[src/hw/rtl/fwts_pkg.sv]
// ----------------------------------------------------------------------------
// FIFO window tracking set: shared package
// Field widths, operation codes, the micro-step codes and the control store
// of the sequencer that steps through each operation.
// ----------------------------------------------------------------------------
`default_nettype none

package fwts_pkg;

  // Payload widths.
  localparam int TidW   = 22;
  localparam int CountW = 6;
  localparam int OpW    = 2;

  // Default ring size.
  localparam int DefSlotCount = 48;

  // Operation codes.
  localparam logic [OpW-1:0] OP_TRACK   = 2'd0;
  localparam logic [OpW-1:0] OP_UNTRACK = 2'd1;
  localparam logic [OpW-1:0] OP_RELALL  = 2'd2;
  localparam logic [OpW-1:0] OP_NOP     = 2'd3;

  // Micro-step addresses.
  typedef logic [2:0] step_t;
  localparam step_t STEP_CLEAR = 3'd0;
  localparam step_t STEP_IDLE  = 3'd1;
  localparam step_t STEP_START = 3'd2;
  localparam step_t STEP_SCAN  = 3'd3;
  localparam step_t STEP_FIN   = 3'd4;

  // Datapath actions.
  typedef logic [2:0] act_t;
  localparam act_t ACT_CLEAR  = 3'd0;
  localparam act_t ACT_ACCEPT = 3'd1;
  localparam act_t ACT_START  = 3'd2;
  localparam act_t ACT_SCAN   = 3'd3;
  localparam act_t ACT_FINISH = 3'd4;

  // Jump conditions.
  typedef logic [1:0] jc_t;
  localparam jc_t JC_NEXT       = 2'd0;
  localparam jc_t JC_ALWAYS     = 2'd1;
  localparam jc_t JC_DISPATCH   = 2'd2;
  localparam jc_t JC_UNTIL_LAST = 2'd3;

  // One control word of the micro-program.
  typedef struct packed {
    act_t  act;
    jc_t   jc;
    step_t target;
  } uword_t;

  // Status returned from the datapath to the sequencer.
  typedef struct packed {
    logic go;    // a request is taken this cycle
    logic nop;   // the request needs no scan
    logic last;  // the sweep or scan reaches its final slot
    logic hold;  // the datapath cannot complete this step yet
  } ustat_t;

  // Control store.
  function automatic uword_t ucode_rom(step_t s);
    uword_t w;
    unique case (s)
      STEP_CLEAR: w = '{act: ACT_CLEAR,  jc: JC_UNTIL_LAST, target: STEP_IDLE};
      STEP_IDLE:  w = '{act: ACT_ACCEPT, jc: JC_DISPATCH,   target: STEP_FIN};
      STEP_START: w = '{act: ACT_START,  jc: JC_NEXT,       target: STEP_SCAN};
      STEP_SCAN:  w = '{act: ACT_SCAN,   jc: JC_UNTIL_LAST, target: STEP_FIN};
      STEP_FIN:   w = '{act: ACT_FINISH, jc: JC_ALWAYS,     target: STEP_IDLE};
      default:    w = '{act: ACT_FINISH, jc: JC_ALWAYS,     target: STEP_IDLE};
    endcase
    return w;
  endfunction

endpackage

`default_nettype wire

[src/hw/rtl/fwts_ram.sv]
// ----------------------------------------------------------------------------
// Generic RAM
// One write port and one read port, read data registered under a read enable.
// ----------------------------------------------------------------------------
`default_nettype none

module fwts_ram #(
  parameter int  WIDTH = 8,
  parameter int  DEPTH = 16,
  localparam int AW    = (DEPTH > 1) ? $clog2(DEPTH) : 1
) (
  input  wire logic             clk,
  input  wire logic             we,
  input  wire logic [AW-1:0]    waddr,
  input  wire logic [WIDTH-1:0] wdata,
  input  wire logic             re,
  input  wire logic [AW-1:0]    raddr,
  output logic      [WIDTH-1:0] rdata
);

  logic [WIDTH-1:0] mem [DEPTH];

  // Write port.
  always_ff @(posedge clk) begin
    if (we) begin
      mem[waddr] <= wdata;
    end
  end

  // Registered read port; the data holds while no read is issued.
  always_ff @(posedge clk) begin
    if (re) begin
      rdata <= mem[raddr];
    end
  end

endmodule

`default_nettype wire

[src/hw/rtl/fwts_seq.sv]
// ----------------------------------------------------------------------------
// Micro-sequencer
// Step counter over the control store, with dispatch and loop-until-last jumps.
// ----------------------------------------------------------------------------
`default_nettype none

module fwts_seq
  import fwts_pkg::*;
(
  input  wire logic   clk,
  input  wire logic   rst_n,
  input  wire ustat_t stat,
  output uword_t      ctrl
);

  step_t step_r;
  step_t step_nxt;

  // Current control word.
  assign ctrl = ucode_rom(step_r);

  // Next step selection; a hold keeps the current step.
  always_comb begin
    step_nxt = step_r;
    if (!stat.hold) begin
      unique case (ctrl.jc)
        JC_NEXT:   step_nxt = step_r + step_t'(1);
        JC_ALWAYS: step_nxt = ctrl.target;
        JC_DISPATCH: begin
          if (stat.go) begin
            step_nxt = stat.nop ? ctrl.target : step_r + step_t'(1);
          end
        end
        JC_UNTIL_LAST: begin
          if (stat.last) begin
            step_nxt = ctrl.target;
          end
        end
        default: step_nxt = step_r;
      endcase
    end
  end

  // Reset starts with the clearing sweep of the slot store.
  always_ff @(posedge clk) begin
    if (!rst_n) begin
      step_r <= STEP_CLEAR;
    end else begin
      step_r <= step_nxt;
    end
  end

endmodule

`default_nettype wire

[src/hw/rtl/fifo_window_tracking_set_top.sv]
// ----------------------------------------------------------------------------
// FIFO window tracking set
// Ring of thread-id slots with a fill pointer; track, untrack and release all.
// ----------------------------------------------------------------------------
// Track, untrack, release all: the scan reads one slot per cycle through the
// single read port of the slot RAM, save where a stalled output holds a
// release-all scan, and a new request is taken only once the last one is done.
// A result after the scan shows from the finishing step. Release-all releases
// come out during the scan. The unused op skips the scan and answers from the
// finishing step. After reset a clearing pass empties every slot.
`default_nettype none

module fifo_window_tracking_set_top
  import fwts_pkg::*;
#(
  parameter int SLOT_COUNT = DefSlotCount
) (
  input  wire logic              clk,
  input  wire logic              rst_n,
  input  wire logic              in_valid,
  output logic                   in_stall,
  input  wire logic [OpW-1:0]    in_op,
  input  wire logic [TidW-1:0]   in_tid,
  output logic                   out_valid,
  input  wire logic              out_stall,
  output logic      [TidW-1:0]   out_release_tid,
  output logic                   out_release_valid,
  output logic      [CountW-1:0] out_held_count,
  output logic                   out_last
);

  localparam int AW = (SLOT_COUNT > 1) ? $clog2(SLOT_COUNT) : 1;
  localparam int CW = $clog2(SLOT_COUNT + 1);
  localparam int XW = (CW > CountW) ? CW : CountW;

  // Sequencer.
  uword_t ctrl;
  ustat_t stat;

  fwts_seq u_seq (
    .clk   (clk),
    .rst_n (rst_n),
    .stat  (stat),
    .ctrl  (ctrl)
  );

  // Slot store.
  logic            ram_we;
  logic [AW-1:0]   ram_waddr;
  logic [TidW-1:0] ram_wdata;
  logic            ram_re;
  logic [AW-1:0]   ram_raddr;
  logic [TidW-1:0] ram_rdata;

  fwts_ram #(
    .WIDTH (TidW),
    .DEPTH (SLOT_COUNT)
  ) u_slots (
    .clk   (clk),
    .we    (ram_we),
    .waddr (ram_waddr),
    .wdata (ram_wdata),
    .re    (ram_re),
    .raddr (ram_raddr),
    .rdata (ram_rdata)
  );

  // Datapath registers.
  logic [OpW-1:0]  op_r, op_nxt;
  logic [TidW-1:0] tid_r, tid_nxt;
  logic [AW-1:0]   ptr_r, ptr_nxt;
  logic [CW-1:0]   cnt_r, cnt_nxt;
  logic [CW-1:0]   scan_r, scan_nxt;
  logic [AW-1:0]   ev_r, ev_nxt;
  logic            hit_r, hit_nxt;
  logic [TidW-1:0] victim_r, victim_nxt;
  logic            rel_any_r, rel_any_nxt;

  // Result register.
  logic              out_valid_r;
  logic [TidW-1:0]   out_rel_r;
  logic              out_rv_r;
  logic [CountW-1:0] out_held_r;
  logic              out_last_r;

  logic            go;
  logic            out_busy;
  logic            emit;
  logic            hold;
  logic            last;
  logic [TidW-1:0] e_rel;
  logic            e_rv;
  logic [CW-1:0]   e_held;
  logic            e_last;
  logic [XW-1:0]   held_x;

  assign in_stall = (ctrl.act != ACT_ACCEPT);
  assign go       = in_valid && !in_stall;
  assign out_busy = out_valid_r && out_stall;

  assign stat = '{go: go, nop: (in_op == OP_NOP), last: last, hold: hold};

  // Per-step datapath control.
  always_comb begin
    op_nxt      = op_r;
    tid_nxt     = tid_r;
    ptr_nxt     = ptr_r;
    cnt_nxt     = cnt_r;
    scan_nxt    = scan_r;
    ev_nxt      = ev_r;
    hit_nxt     = hit_r;
    victim_nxt  = victim_r;
    rel_any_nxt = rel_any_r;
    ram_we      = 1'b0;
    ram_waddr   = ev_r;
    ram_wdata   = '0;
    ram_re      = 1'b0;
    ram_raddr   = '0;
    emit        = 1'b0;
    hold        = 1'b0;
    last        = 1'b0;
    e_rel       = '0;
    e_rv        = 1'b0;
    e_held      = cnt_r;
    e_last      = 1'b1;
    unique case (ctrl.act)
      // Clearing sweep after reset.
      ACT_CLEAR: begin
        ram_we    = 1'b1;
        ram_waddr = scan_r[AW-1:0];
        last      = (scan_r == CW'(SLOT_COUNT - 1));
        scan_nxt  = last ? '0 : scan_r + CW'(1);
      end
      // Take a request.
      ACT_ACCEPT: begin
        if (go) begin
          op_nxt  = in_op;
          tid_nxt = in_tid;
        end
      end
      // Issue the first read of the scan.
      ACT_START: begin
        ram_re      = 1'b1;
        ram_raddr   = '0;
        ev_nxt      = '0;
        scan_nxt    = CW'(1);
        hit_nxt     = 1'b0;
        rel_any_nxt = 1'b0;
      end
      // Evaluate one slot and read the next.
      ACT_SCAN: begin
        last = (ev_r == AW'(SLOT_COUNT - 1));
        if (op_r == OP_RELALL && ram_rdata != '0 && out_busy) begin
          hold = 1'b1;
        end else begin
          unique case (op_r)
            OP_TRACK: begin
              if (ram_rdata == tid_r) begin
                hit_nxt = 1'b1;
              end
              if (ev_r == ptr_r) begin
                victim_nxt = ram_rdata;
              end
            end
            OP_UNTRACK: begin
              if (ram_rdata == tid_r && ram_rdata != '0) begin
                ram_we  = 1'b1;
                cnt_nxt = cnt_r - CW'(1);
              end
            end
            OP_RELALL: begin
              if (ram_rdata != '0) begin
                ram_we      = 1'b1;
                cnt_nxt     = cnt_r - CW'(1);
                emit        = 1'b1;
                e_rel       = ram_rdata;
                e_rv        = 1'b1;
                e_held      = '0;
                e_last      = (cnt_r == CW'(1));
                rel_any_nxt = 1'b1;
              end
            end
            default: ;
          endcase
          if (!last) begin
            ram_re    = 1'b1;
            ram_raddr = scan_r[AW-1:0];
            ev_nxt    = scan_r[AW-1:0];
            scan_nxt  = scan_r + CW'(1);
          end
        end
      end
      // Final result of the request.
      ACT_FINISH: begin
        emit = !(op_r == OP_RELALL && rel_any_r);
        hold = emit && out_busy;
        if (!hold) begin
          unique case (op_r)
            OP_TRACK: begin
              if (!hit_r) begin
                ram_we    = 1'b1;
                ram_waddr = ptr_r;
                ram_wdata = tid_r;
                ptr_nxt   = (ptr_r == AW'(SLOT_COUNT - 1)) ? '0 : ptr_r + AW'(1);
                if (victim_r != '0) begin
                  e_rel = victim_r;
                  e_rv  = 1'b1;
                  if (tid_r == '0) begin
                    cnt_nxt = cnt_r - CW'(1);
                  end
                end else if (tid_r != '0) begin
                  cnt_nxt = cnt_r + CW'(1);
                end
              end
              e_held = cnt_nxt;
            end
            OP_RELALL: begin
              ptr_nxt = '0;
              e_held  = '0;
            end
            default: ;
          endcase
        end
      end
      default: ;
    endcase
  end

  assign held_x = XW'(e_held);

  // Control registers.
  always_ff @(posedge clk) begin
    if (!rst_n) begin
      ptr_r  <= '0;
      cnt_r  <= '0;
      scan_r <= '0;
    end else begin
      ptr_r  <= ptr_nxt;
      cnt_r  <= cnt_nxt;
      scan_r <= scan_nxt;
    end
  end

  // Working registers of the current request.
  always_ff @(posedge clk) begin
    op_r      <= op_nxt;
    tid_r     <= tid_nxt;
    ev_r      <= ev_nxt;
    hit_r     <= hit_nxt;
    victim_r  <= victim_nxt;
    rel_any_r <= rel_any_nxt;
  end

  // Output register: loads a result, clears once the result is taken.
  always_ff @(posedge clk) begin
    if (!rst_n) begin
      out_valid_r <= 1'b0;
    end else if (emit && !hold) begin
      out_valid_r <= 1'b1;
    end else if (!out_stall) begin
      out_valid_r <= 1'b0;
    end
  end

  always_ff @(posedge clk) begin
    if (emit && !hold) begin
      out_rel_r  <= e_rel;
      out_rv_r   <= e_rv;
      out_held_r <= held_x[CountW-1:0];
      out_last_r <= e_last;
    end
  end

  assign out_valid         = out_valid_r;
  assign out_release_tid   = out_rel_r;
  assign out_release_valid = out_rv_r;
  assign out_held_count    = out_held_r;
  assign out_last          = out_last_r;

endmodule

`default_nettype wire
[config.mk]
export PLATFORM = sky130hd
export DESIGN_NAME = fifo_window_tracking_set_top
export DESIGN_NICKNAME = d
export VERILOG_FILES = /design/src/hw/rtl/fwts_pkg.sv /design/src/hw/rtl/fwts_ram.sv /design/src/hw/rtl/fwts_seq.sv /design/src/hw/rtl/fifo_window_tracking_set_top.sv
export SDC_FILE = /design/constraint.sdc
export NUM_CORES = 1
export LEC_CHECK = 0
export BUFFER_PORTS_ARGS = -buffer_cell sky130_fd_sc_hd__buf_2
export CAP_MARGIN = 40
export CORE_ASPECT_RATIO = 1.4
export CORE_UTILIZATION = 47
export CTS_CLUSTER_SIZE = 28
export DETAILED_ROUTE_END_ITERATION = 8
export PLACE_DENSITY = 0.66
export SETUP_SLACK_MARGIN = 0.05
export SYNTH_ARGS = -nofsm -noshare
export SYNTH_HDL_FRONTEND = slang
export SYNTH_SLANG_ARGS = --single-unit
[constraint.sdc]
create_clock -name clk -period 5 [get_ports clk]
set_input_delay 0.5 -clock clk [delete_from_list [all_inputs] [get_ports clk]]
set_output_delay 0.5 -clock clk [all_outputs]
set_load 0.03 [all_outputs]
; ---- After elaboration in Yosys (flattened, before gate mapping)
; Memories as Yosys holds them, arrays and structs flattened. A register that Yosys moved wholly into a read port is not among the register bits.
; Cells that the tools add are included.
[word_totals]
regBits = 106
ramBits = 1056
word_cells = 180
mem_count = 1
[memory_table]
columns = name, words, width, read_ports, rd_clocked_by_memory_dff, wr, line
row1 = u_slots.mem, 48, 22, 1, 1, 1, fwts_ram.sv:21  ; logic [WIDTH-1:0] mem [DEPTH];
[classes]
addsub = 5
eq_ne = 35
n_mux = 85
bitwise_logic = 6
reduce_logical = 33
[ops]
columns = cell, n
row1 = two-way mux 22 bit, 11
row2 = two-way mux 6 bit, 26
row3 = case mux 6 bit (2 select lines), 7
row4 = nonzero test 22 bit, 3
row5 = case mux 22 bit (2 select lines), 1
row6 = case mux 8 bit (4 select lines), 1
row7 = two-way mux 1 bit, 25
row8 = equality test 22 bit, 1
row9 = logical NOT 22 bit, 1
row10 = inequality test 2 bit (second input constant), 11
row11 = adder 6 x 1 -> 6 bit (second input constant), 3
row12 = equality test 6 bit (second input constant), 3
row13 = case mux 6 bit (3 select lines), 1
row14 = case mux 1 bit (2 select lines), 8
row15 = AND reduction 4 bit, 4
row16 = equality test 3 x 2 -> 1 bit (second input constant), 4
row17 = case mux 3 bit (4 select lines), 1
row18 = two-way mux 3 bit, 3
row19 = AND reduction 3 bit, 3
row20 = equality test 2 bit (second input constant), 4
row21 = logical AND 1 bit, 8
row22 = AND reduction 7 bit, 1
row23 = equality test 3 x 1 -> 1 bit (second input constant), 2
row24 = equality test 6 x 1 -> 1 bit (second input constant), 1
row25 = other kinds (18), 31

; ---- Depth between registers and ports, before layout
; Gate-level depths: netlist of run 1.
[depth]
word_depth = 8
mapped_depth = 16
ltp_nobuf = 11

; ---- Hierarchy
; A second synthesis of run 1 with hierarchy kept.
[hier_totals]
cells_unflattened = 2553
hier_area_um2 = 47372.9
[by_module_without_submodules]
columns = mod, n_inst, cells_each, area_each_um2
row1 = fwts_ram, 1, 2027, 41690.0
row2 = fifo_window_tracking_set_top, 1, 475, 5273.8
row3 = fwts_seq, 1, 51, 409.1

; ---- Least setup slack after synthesis of run 1
; Ideal clock, no wire load.
[synth_timing]
path_kind = register to register
start = reg u_slots.rdata[17], read port of u_slots.mem
end = reg victim_r[0], enable pin
setup_time_ns = 0.465
arrival_ns = 3.848
required_time_ns = 4.535
setup_slack_ns = 0.687
stages_incl_launch_ff = 6
n_path_buf = 0
synth_period_minus_slack_ns = 4.313
cell_sequence = edfxtp_1 > nor4_2 > nand4_2 > nor2_1 > o21a_1 > nor4b_1
[synth_between]
elab_chain_len = 5
[synth_rtl]
columns = element, line
row1 = start: declaration, fwts_ram.sv:18  ; output logic [WIDTH-1:0] rdata
row2 = nonzero test 22 bit, fifo_window_tracking_set_top.sv:153  ; if (op_r == OP_RELALL && ram_rdata != '0 && out_busy) begin
row3 = logical AND 1 bit (2 in series), fifo_window_tracking_set_top.sv:153
row4 = NOT 1 bit (no line), n/a
row5 = AND reduction 4 bit (no line), n/a
row6 = end signal: assignment, fifo_window_tracking_set_top.sv:250  ; victim_r <= victim_nxt;
row7 = end: declaration, fifo_window_tracking_set_top.sv:76  ; logic [TidW-1:0] victim_r, victim_nxt;
; Every way passes these cells.
; A chain may end at the register's enable or synchronous reset.

; ---- Worst setup path after layout of run 1
[layout_timing]
start = reg u_slots.rdata[21], read port of u_slots.mem
end = mem u_slots.mem[44][13] (netlist name), enable pin
[layout_between]
elab_chain_len = 8
[layout_rtl]
columns = element, line
row1 = equality test 22 bit or nonzero test 22 bit (tied branches), "fifo_window_tracking_set_top.sv:166, fifo_window_tracking_set_top.sv:153, fifo_window_tracking_set_top.sv:172"
row2 = logical AND 1 bit, fifo_window_tracking_set_top.sv:166  ; if (ram_rdata == tid_r && ram_rdata != '0) begin
row3 = two-way mux 1 bit, fifo_window_tracking_set_top.sv:166
row4 = case mux 1 bit (2 select lines), fifo_window_tracking_set_top.sv:156  ; unique case (op_r)
row5 = two-way mux 1 bit *, fifo_window_tracking_set_top.sv:153
row6 = case mux 1 bit (3 select lines) *, fifo_window_tracking_set_top.sv:126  ; unique case (ctrl.act)
row7 = two-way mux 1 bit *, fwts_ram.sv:25  ; if (we) begin
row8 = two-way mux 1 bit (not written as such) *, fwts_ram.sv:26  ; mem[waddr] <= wdata;
row9 = end: declaration, fwts_ram.sv:21
; Every way passes the cells marked *; elsewhere a longest branch is shown, timed or not.

==> flow_metrics.env, run 1 <==
export IMPL_final_net_count=3285
export IMPL_wl_met1_mm=48.2
export IMPL_met3_wirelength_mm=9.80
export IMPL_dieArea_um2=101000
export IMPL_gp_routability_congestion=0.889
export IMPL_synthCells=3081
export IMPL_post_synth_instance_area_um2=47000
export IMPL_route_detailed_drc=0
export IMPL_tightest_slew_margin_relative_to_the_limit_pct=6.13
export IMPL_dr_wl_met2_mm=62.3
export IMPL_drt_pre_antenna_iters=6
export IMPL_post_cts_repair_setup_buffers=0
export IMPL_numPortBuffers=59
export IMPL_fp_dieH_um=376
export IMPL_row_count=136
export IMPL_routed_top_layer="met4"
export IMPL_route_detailed_wl_per_inst_um=27.9
export IMPL_min_delay_path_class="primary input to register"
export IMPL_grt_max_degree=223
export IMPL_route_vias_total=29210
export IMPL_ctsRootBufferMaster="sky130_fd_sc_hd__clkbuf_16"
export IMPL_ios=60
export IMPL_vdd_ir_drop_worst_v=0.000372
export IMPL_detailedRoute_firstIterationViolations=3295
export IMPL_global_route_wire_length_before_repair_mm=190
export IMPL_syn_num_nets=3122
export IMPL_fp_dieW_um=269
export IMPL_final_period_minus_worst_setup_slack_ns=4.69
export IMPL_report_power_total_uw=22200
export IMPL_drv_slew=0
export IMPL_start_util_pct=47.6
export IMPL_synth_top_cell_by_area="sky130_fd_sc_hd__edfxtp_1"
export IMPL_clk_pin_slew_ns=0.06
export IMPL_synth_yosys_warnings=0
export IMPL_worst_endpoint_required_ns=5.36
export IMPL_finalSetupViolations=0
export IMPL_detailed_place_hpwl_mm=81.0
export IMPL_clock_tree_htree_level_count=3
export IMPL_antenna_found_initial=2
export IMPL_crit_fanout=22
export IMPL_startpoint_type="register"
export IMPL_yosysSeqAreaShare_pct=75.2
export IMPL_finalHoldViolations=0
export IMPL_drive_above_1_share_pct=15.5
export IMPL_max_clock_freq_mhz=213
export IMPL_netlist_top_cells_area="sky130_fd_sc_hd__edfxtp_1 (74%), sky130_fd_sc_hd__nand2_1 (2.5%), sky130_fd_sc_hd__o221ai_1 (2.1%)"
export IMPL_gr_usage_all_layers_pct=25.4
export IMPL_cts_sinks=1184
export IMPL_clk_path_buf_depth=3
export IMPL_insertion_delay_ns=0.72
export IMPL_setup_total_negative_slack_ns=0
export IMPL_numCtsBuffers=105
export IMPL_rsz0062_at_grt="false"
export IMPL_avgSynthCellArea_um2=15.3
export IMPL_drv_max_cap_violation_count=0
export IMPL_post_synth_most_frequent_cells="sky130_fd_sc_hd__edfxtp_1 (1162), sky130_fd_sc_hd__nand2_1 (317), sky130_fd_sc_hd__a21oi_1 (183)"
export IMPL_synth_seq_cells=1184
export IMPL_arrival_ns=5.06
export IMPL_flow_area_growth_from_synthesis_pct=14.2
export IMPL_viasPerCell=6.29
export IMPL_routed_wirelength_mm=129
export IMPL_skew_ns=0.0307
export IMPL_cts_tree="built"
export IMPL_antenna_left=0
export IMPL_async_reset_ff_share_pct=0
export IMPL_grt_pass1_vias=28971
export IMPL_synth_most_common_cell="sky130_fd_sc_hd__edfxtp_1"
export IMPL_cellLeakagePower_uw=0.0177
export IMPL_synth_top_area_share_pct=74.3
export IMPL_n_fill_cell=7759
export IMPL_endpoint_kind="register"
export IMPL_synth_cell_type_count=77
export IMPL_period_share_pct=93.9
export IMPL_outcome="complete, no violations"
export IMPL_grt_total_ovfl=0
export IMPL_worst_setup_path_type="register to register"
export IMPL_tightest_slew_ns=1.41
export IMPL_power_density_nw_per_um2=414
export IMPL_number_of_enable_flip_flop_cells_after_synthesis=1162
export IMPL_dominantRegCellSynth="sky130_fd_sc_hd__edfxtp_1"
export IMPL_coreArea_um2=98700
export IMPL_antennaDiodeCount=0
[metal layers]
| layer | global-route usage [%] | up-vias |
|---|---|---|
| met3 | 3.33 | 260 |
| met1 | 31.4 | 14756 |
| met4 | 17.3 | 0 |
| met2 | 41.7 | 1533 |
| li1 | - | 12661 |
| met5 | 0 | - |
[where the power goes]
group          internal [uW]  switching [uW]
clock network           4390            3570
registers              11500             179
logic                    680            1930
total                  16500            5680
[final cells by class]
| cell class | count | area [um2] | share of cell area [%] |
|---|---|---|---|
| sequential | 1184 | 35300 | 65.8 |
| inverter | 22 | 87.6 | 0.163 |
| clock buffer | 124 | 2740 | 5.11 |
| multi-input combinational | 1667 | 11000 | 20.4 |
| timing repair buffer | 264 | 2270 | 4.24 |
| tap | 1311 | 1640 | 3.06 |
| clock inverter | 69 | 619 | 1.15 |
[placed cells by master, fill, tap and decap left out, drive strengths merged, types with 33 or more instances in the layout]
cell     synthesis  final
a21oi          183    183
a22o            97     97
and2            49     49
buf             62    239
clkbuf         146    124
clkinv           1     51
edfxtp        1162   1162
mux2i           65     65
nand2          318    318
nand3           62     62
nor2           110    110
nor3            33     33
o2111ai         47     47
o211ai          49     49
o21ai           72     72
o221ai         110    110
o22ai          132    132
[path summary, 6_finish.rpt]
| kind | slack, ns | start | cells after the start | to |
|---|---|---|---|---|
| worst min register to register | 0.52 | u_seq.step_r[1]$_SDFFE_PN0P_ | 2 | u_seq.step_r[1]$_SDFFE_PN0P_ |
| worst min-delay path | 0.1 | out_stall | 3 | out_valid$_SDFFE_PN0P_ |
| worst max-delay path | 0.31 | u_slots.rdata[21]$_DFFE_PP_ | 10 | u_slots.mem[44][13]$_DFFE_PP_ |
| worst max register to register | 0.31 | u_slots.rdata[21]$_DFFE_PP_ | 10 | u_slots.mem[44][13]$_DFFE_PP_ |
[kinds of logic after synthesis]
kind of cell	share of synthesized area [%]
adders and majority gates	0.346
buffers and inverters	2.04
xor gates and xnor gates	0.727
and+or+nand+nor	7.20
AOI/OAI and AO/OA	12.4
DFF	75.2
muxes	2.05
[stage by stage]
step           util, %  worst slack (ns)  instances  hold WS (ns)  area, um2
2_1_floorplan        -             0.687       3081         0.469      47000
3_3_place_gp      50.6             0.150       4414         0.485      49900
3_5_place_dp      50.7             0.487       4424         0.505      50100
4_1_cts           54.4             0.457       4641        0.0513      53700
5_1_grt           54.4             0.219       4641         0.135      53700
6_report          54.4             0.305       4641        0.0979      53700
[what timing repair did]
action                     in CTS  in global routing
hold endpoints to repair       24                  0
resized for setup               0                  2
setup endpoints to repair       0                  3
hold buffers                   24                  0
[critical path, cell delays in order, from the launching register on]
cell	delay (ns)
sky130_fd_sc_hd__edfxtp_1	0.55
sky130_fd_sc_hd__xor2_1	0.22
sky130_fd_sc_hd__nor4_1	0.46
sky130_fd_sc_hd__nand4_1	0.45
sky130_fd_sc_hd__o31a_1	0.38
sky130_fd_sc_hd__o41ai_1	0.63
sky130_fd_sc_hd__buf_4	0.26
sky130_fd_sc_hd__nor2b_1	0.24
sky130_fd_sc_hd__nand3_1	0.47
sky130_fd_sc_hd__nor2_2	0.24
sky130_fd_sc_hd__buf_4	0.39
[sequential cells by signal, summed over array words and instances, names as in the netlist, 3 cells and up]
| name | cells |
|---|---|
| cnt_r | 6 |
| ev_r | 6 |
| out_held_count | 6 |
| out_release_tid | 22 |
| ptr_r | 6 |
| scan_r | 6 |
| tid_r | 22 |
| u_seq.step_r | 3 |
| u_slots.mem | 1056 |
| u_slots.rdata | 22 |
| victim_r | 22 |
Power figures use the tool's default switching activity.
==> run 2, diff against run 1 <==
--- a/config.mk
+++ b/config.mk
@@ -12,6 +12,7 @@
 export CTS_CLUSTER_SIZE = 28
 export DETAILED_ROUTE_END_ITERATION = 8
 export PLACE_DENSITY = 0.66
+export REMOVE_ABC_BUFFERS = 1
 export SETUP_SLACK_MARGIN = 0.05
 export SYNTH_ARGS = -nofsm -noshare
 export SYNTH_HDL_FRONTEND = slang
==> run 2 against run 1 <==
  * Clock skew hardly changed
  * Final cell count is 0.60% lower
  * Wire length is 0.77% higher
  * Non-clock buffer count is 33 lower
  * Clock-buffer cell count is 4 lower
  * Flip-flop and latch count stayed put
==> flow_metrics.env, run 2 (synthesized netlist as in run 1, its figures left out) <==
export IMPL_fp_dieW_um=269
export IMPL_dieArea_um2=101000
export IMPL_r2r_worst_path_cells=13
export IMPL_arrival_ns=5.21
export IMPL_gp_routability_congestion=0.926
export IMPL_antenna_left=0
export IMPL_min_delay_start="in_op[1]"
export IMPL_route_detailed_drc=0
export IMPL_path_cells="inv_1 > ha_1 > or2_1 > nand3_1 > inv_6 > o2111ai_4 > buf_12 > buf_12 > a21oi_1 > a22o_1 > a22o_1 > nor4b_2 > a31o_1"
export IMPL_critical_path_buf_inv_count=4
export IMPL_routed_wirelength_mm=130
export IMPL_fp_dieH_um=376
export IMPL_clk_pin_slew_ns=0.07
export IMPL_startpoint_type="register"
export IMPL_grt_max_degree=133
export IMPL_vdd_ir_drop_worst_v=0.000300
export IMPL_final_net_count=3251
export IMPL_rsz0062_at_grt="false"
export IMPL_ios=60
export IMPL_tightest_slew_ns=0.994
export IMPL_route_vias_total=29055
export IMPL_critical_path_reg2reg_startpoint="u_seq.step_r[2]$_SDFFE_PN0P_"
export IMPL_viasPerCell=6.30
export IMPL_gr_usage_all_layers_pct=25.5
export IMPL_post_layout_nonfiller_instances=4613
export IMPL_regToRegSetupSlack_ns=0.25
export IMPL_numPortBuffers=59
export IMPL_layout_commonest_cell="sky130_fd_sc_hd__edfxtp_1"
export IMPL_worst_path_stages=13
export IMPL_crit_path_start="u_seq.step_r[2]$_SDFFE_PN0P_"
export IMPL_cellLeakagePower_uw=0.0175
export IMPL_final_cell_mix="sky130_fd_sc_hd__edfxtp_1 (1162), sky130_fd_sc_hd__nand2_1 (317), sky130_fd_sc_hd__a21oi_1 (182)"
export IMPL_ctsRootBufferMaster="sky130_fd_sc_hd__clkbuf_16"
export IMPL_cts_sinks=1184
export IMPL_clk_path_buf_depth=3
export IMPL_register_bank_with_the_most_flops="u_slots.mem"
export IMPL_clock_tree_htree_level_count=3
export IMPL_critical_path_slowest_cell="sky130_fd_sc_hd__dfxtp_1"
export IMPL_finalSetupViolations=0
export IMPL_critical_path_max_stage_delay_ns=0.56
export IMPL_outcome="complete, no violations"
export IMPL_start_util_pct=47.6
export IMPL_dp_cells=4393
export IMPL_numCtsBuffers=104
export IMPL_crit_fanout=106
export IMPL_critical_path_reg2reg_endpoint="u_slots.rdata[3]$_DFFE_PP_"
export IMPL_min_path_cells=1
export IMPL_finalHoldViolations=0
export IMPL_largest_register_ff_count=1056
export IMPL_critical_path_top_delay_family="simple AND/OR/NAND/NOR gates"
export IMPL_detailed_place_hpwl_mm=78.7
export IMPL_worst_setup_path_type="register to register"
export IMPL_post_cts_repair_setup_buffers=0
export IMPL_skew_ns=0.0305
export IMPL_max_clock_freq_mhz=211
export IMPL_row_count=136
export IMPL_timing_final_ws_setup_ns=0.252
export IMPL_detailedPlace_worstSlack_ns=-0.123
export IMPL_insertion_delay_ns=0.72
export IMPL_min_delay_path_class="primary input to register"
export IMPL_holdPathEnd="op_r[1]$_DFFE_PP_"
export IMPL_drt_pre_antenna_iters=8
export IMPL_drive_above_1_share_pct=15.1
export IMPL_global_route_wire_length_before_repair_mm=191
export IMPL_cts_tree="built"
export IMPL_worst_endpoint_required_ns=5.46
export IMPL_drv_max_cap_violation_count=0
export IMPL_coreArea_um2=98700
export IMPL_grt_pass1_vias=28559
export IMPL_flow_area_growth_from_synthesis_pct=13.6
export IMPL_period_share_pct=95.0
export IMPL_detailedRoute_firstIterationViolations=3559
export IMPL_drv_slew=0
export IMPL_endpoint_kind="register"
export IMPL_grt_total_ovfl=0
export IMPL_route_detailed_wl_per_inst_um=28.3
export IMPL_final_period_minus_worst_setup_slack_ns=4.75
export IMPL_power_density_nw_per_um2=414
export IMPL_tightest_slew_margin_relative_to_the_limit_pct=33.7
export IMPL_antenna_found_initial=1
## run 2: cell types whose count changed in the layout (fill, tap and decap cells not counted), moves of 4 or more
cell,change
sky130_fd_sc_hd__buf_12,-8
sky130_fd_sc_hd__buf_4,-29
sky130_fd_sc_hd__clkinv_2,+4
sky130_fd_sc_hd__clkinvlp_4,+4
## run 2: worst max path at each step
stage	end	slack, ns
finish	u_slots.rdata[3]$_DFFE_PP_	0.25
global route	u_slots.rdata[1]$_DFFE_PP_	0.08
CTS	u_slots.rdata[17]$_DFFE_PP_	0.18
detailed placement	u_slots.rdata[3]$_DFFE_PP_	-0.12
global placement	u_slots.rdata[18]$_DFFE_PP_	-0.37
floorplan	u_slots.rdata[0]$_DFFE_PP_	-12.53
## run 2: per-layer routing
layer | up-vias | track usage [%] | wire, um
li1 | 12581 | - | -
met1 | 14681 | 31.3 | 48100
met2 | 1504 | 42.7 | 63900
met3 | 287 | 3.77 | 10200
met4 | 2 | 15.7 | 8070
met5 | - | 0 | 9
## run 2: report_power, final
part | internal [uW] | total [uW] | switching, uW
Clock | 4360 | 7940 | 3570
Combinational | 637 | 2500 | 1860
Sequential | 11500 | 11700 | 194
## run 2: what timing repair did
action | CTS | global route
hold buffers | 22 | 0
resized for setup | 2 | 2
setup endpoints to repair | 1 | 2
cloned | 0 | 0
endpoints found under the hold margin | 22 | 0
## run 2: area by class of cell
| cell class | instances | area (um2) |
|---|---|---|
| inverters | 22 | 87.6 |
| diodes | 1 | 2.50 |
| well taps | 1311 | 1640 |
| clock buffers | 120 | 2710 |
| repair buffers | 231 | 1940 |
| fillers | 7756 | 45300 |
| flip-flops and latches | 1184 | 35300 |
| multi-input cells | 1667 | 11000 |
| clock inverters | 77 | 666 |
## run 2: metrics by stage
step	hold WS, ns	power (uW)	setup TNS, ns	util (%)	area (um2)
2_1_floorplan	0.469	13200	-275.62	-	46100
3_3_place_gp	0.482	14300	-0.841	50.0	49400
3_5_place_dp	0.500	14300	-0.123	50.4	49800
4_1_cts	0.0280	22200	0	54.1	53400
5_1_grt	0.0611	22800	0	54.1	53400
6_report	0.0768	22100	0	54.1	53400
## run 2: worst register-to-register path, stage by stage, from the launching register on
cell and delay (ns):
sky130_fd_sc_hd__dfxtp_1 0.56, sky130_fd_sc_hd__inv_1 0.19, sky130_fd_sc_hd__ha_1 0.35, sky130_fd_sc_hd__or2_1 0.36
sky130_fd_sc_hd__nand3_1 0.31, sky130_fd_sc_hd__inv_6 0.09, sky130_fd_sc_hd__o2111ai_4 0.13, sky130_fd_sc_hd__buf_12 0.42
sky130_fd_sc_hd__buf_12 0.59, sky130_fd_sc_hd__a21oi_1 0.14, sky130_fd_sc_hd__a22o_1 0.22, sky130_fd_sc_hd__a22o_1 0.23
sky130_fd_sc_hd__nor4b_2 0.51, sky130_fd_sc_hd__a31o_1 0.42
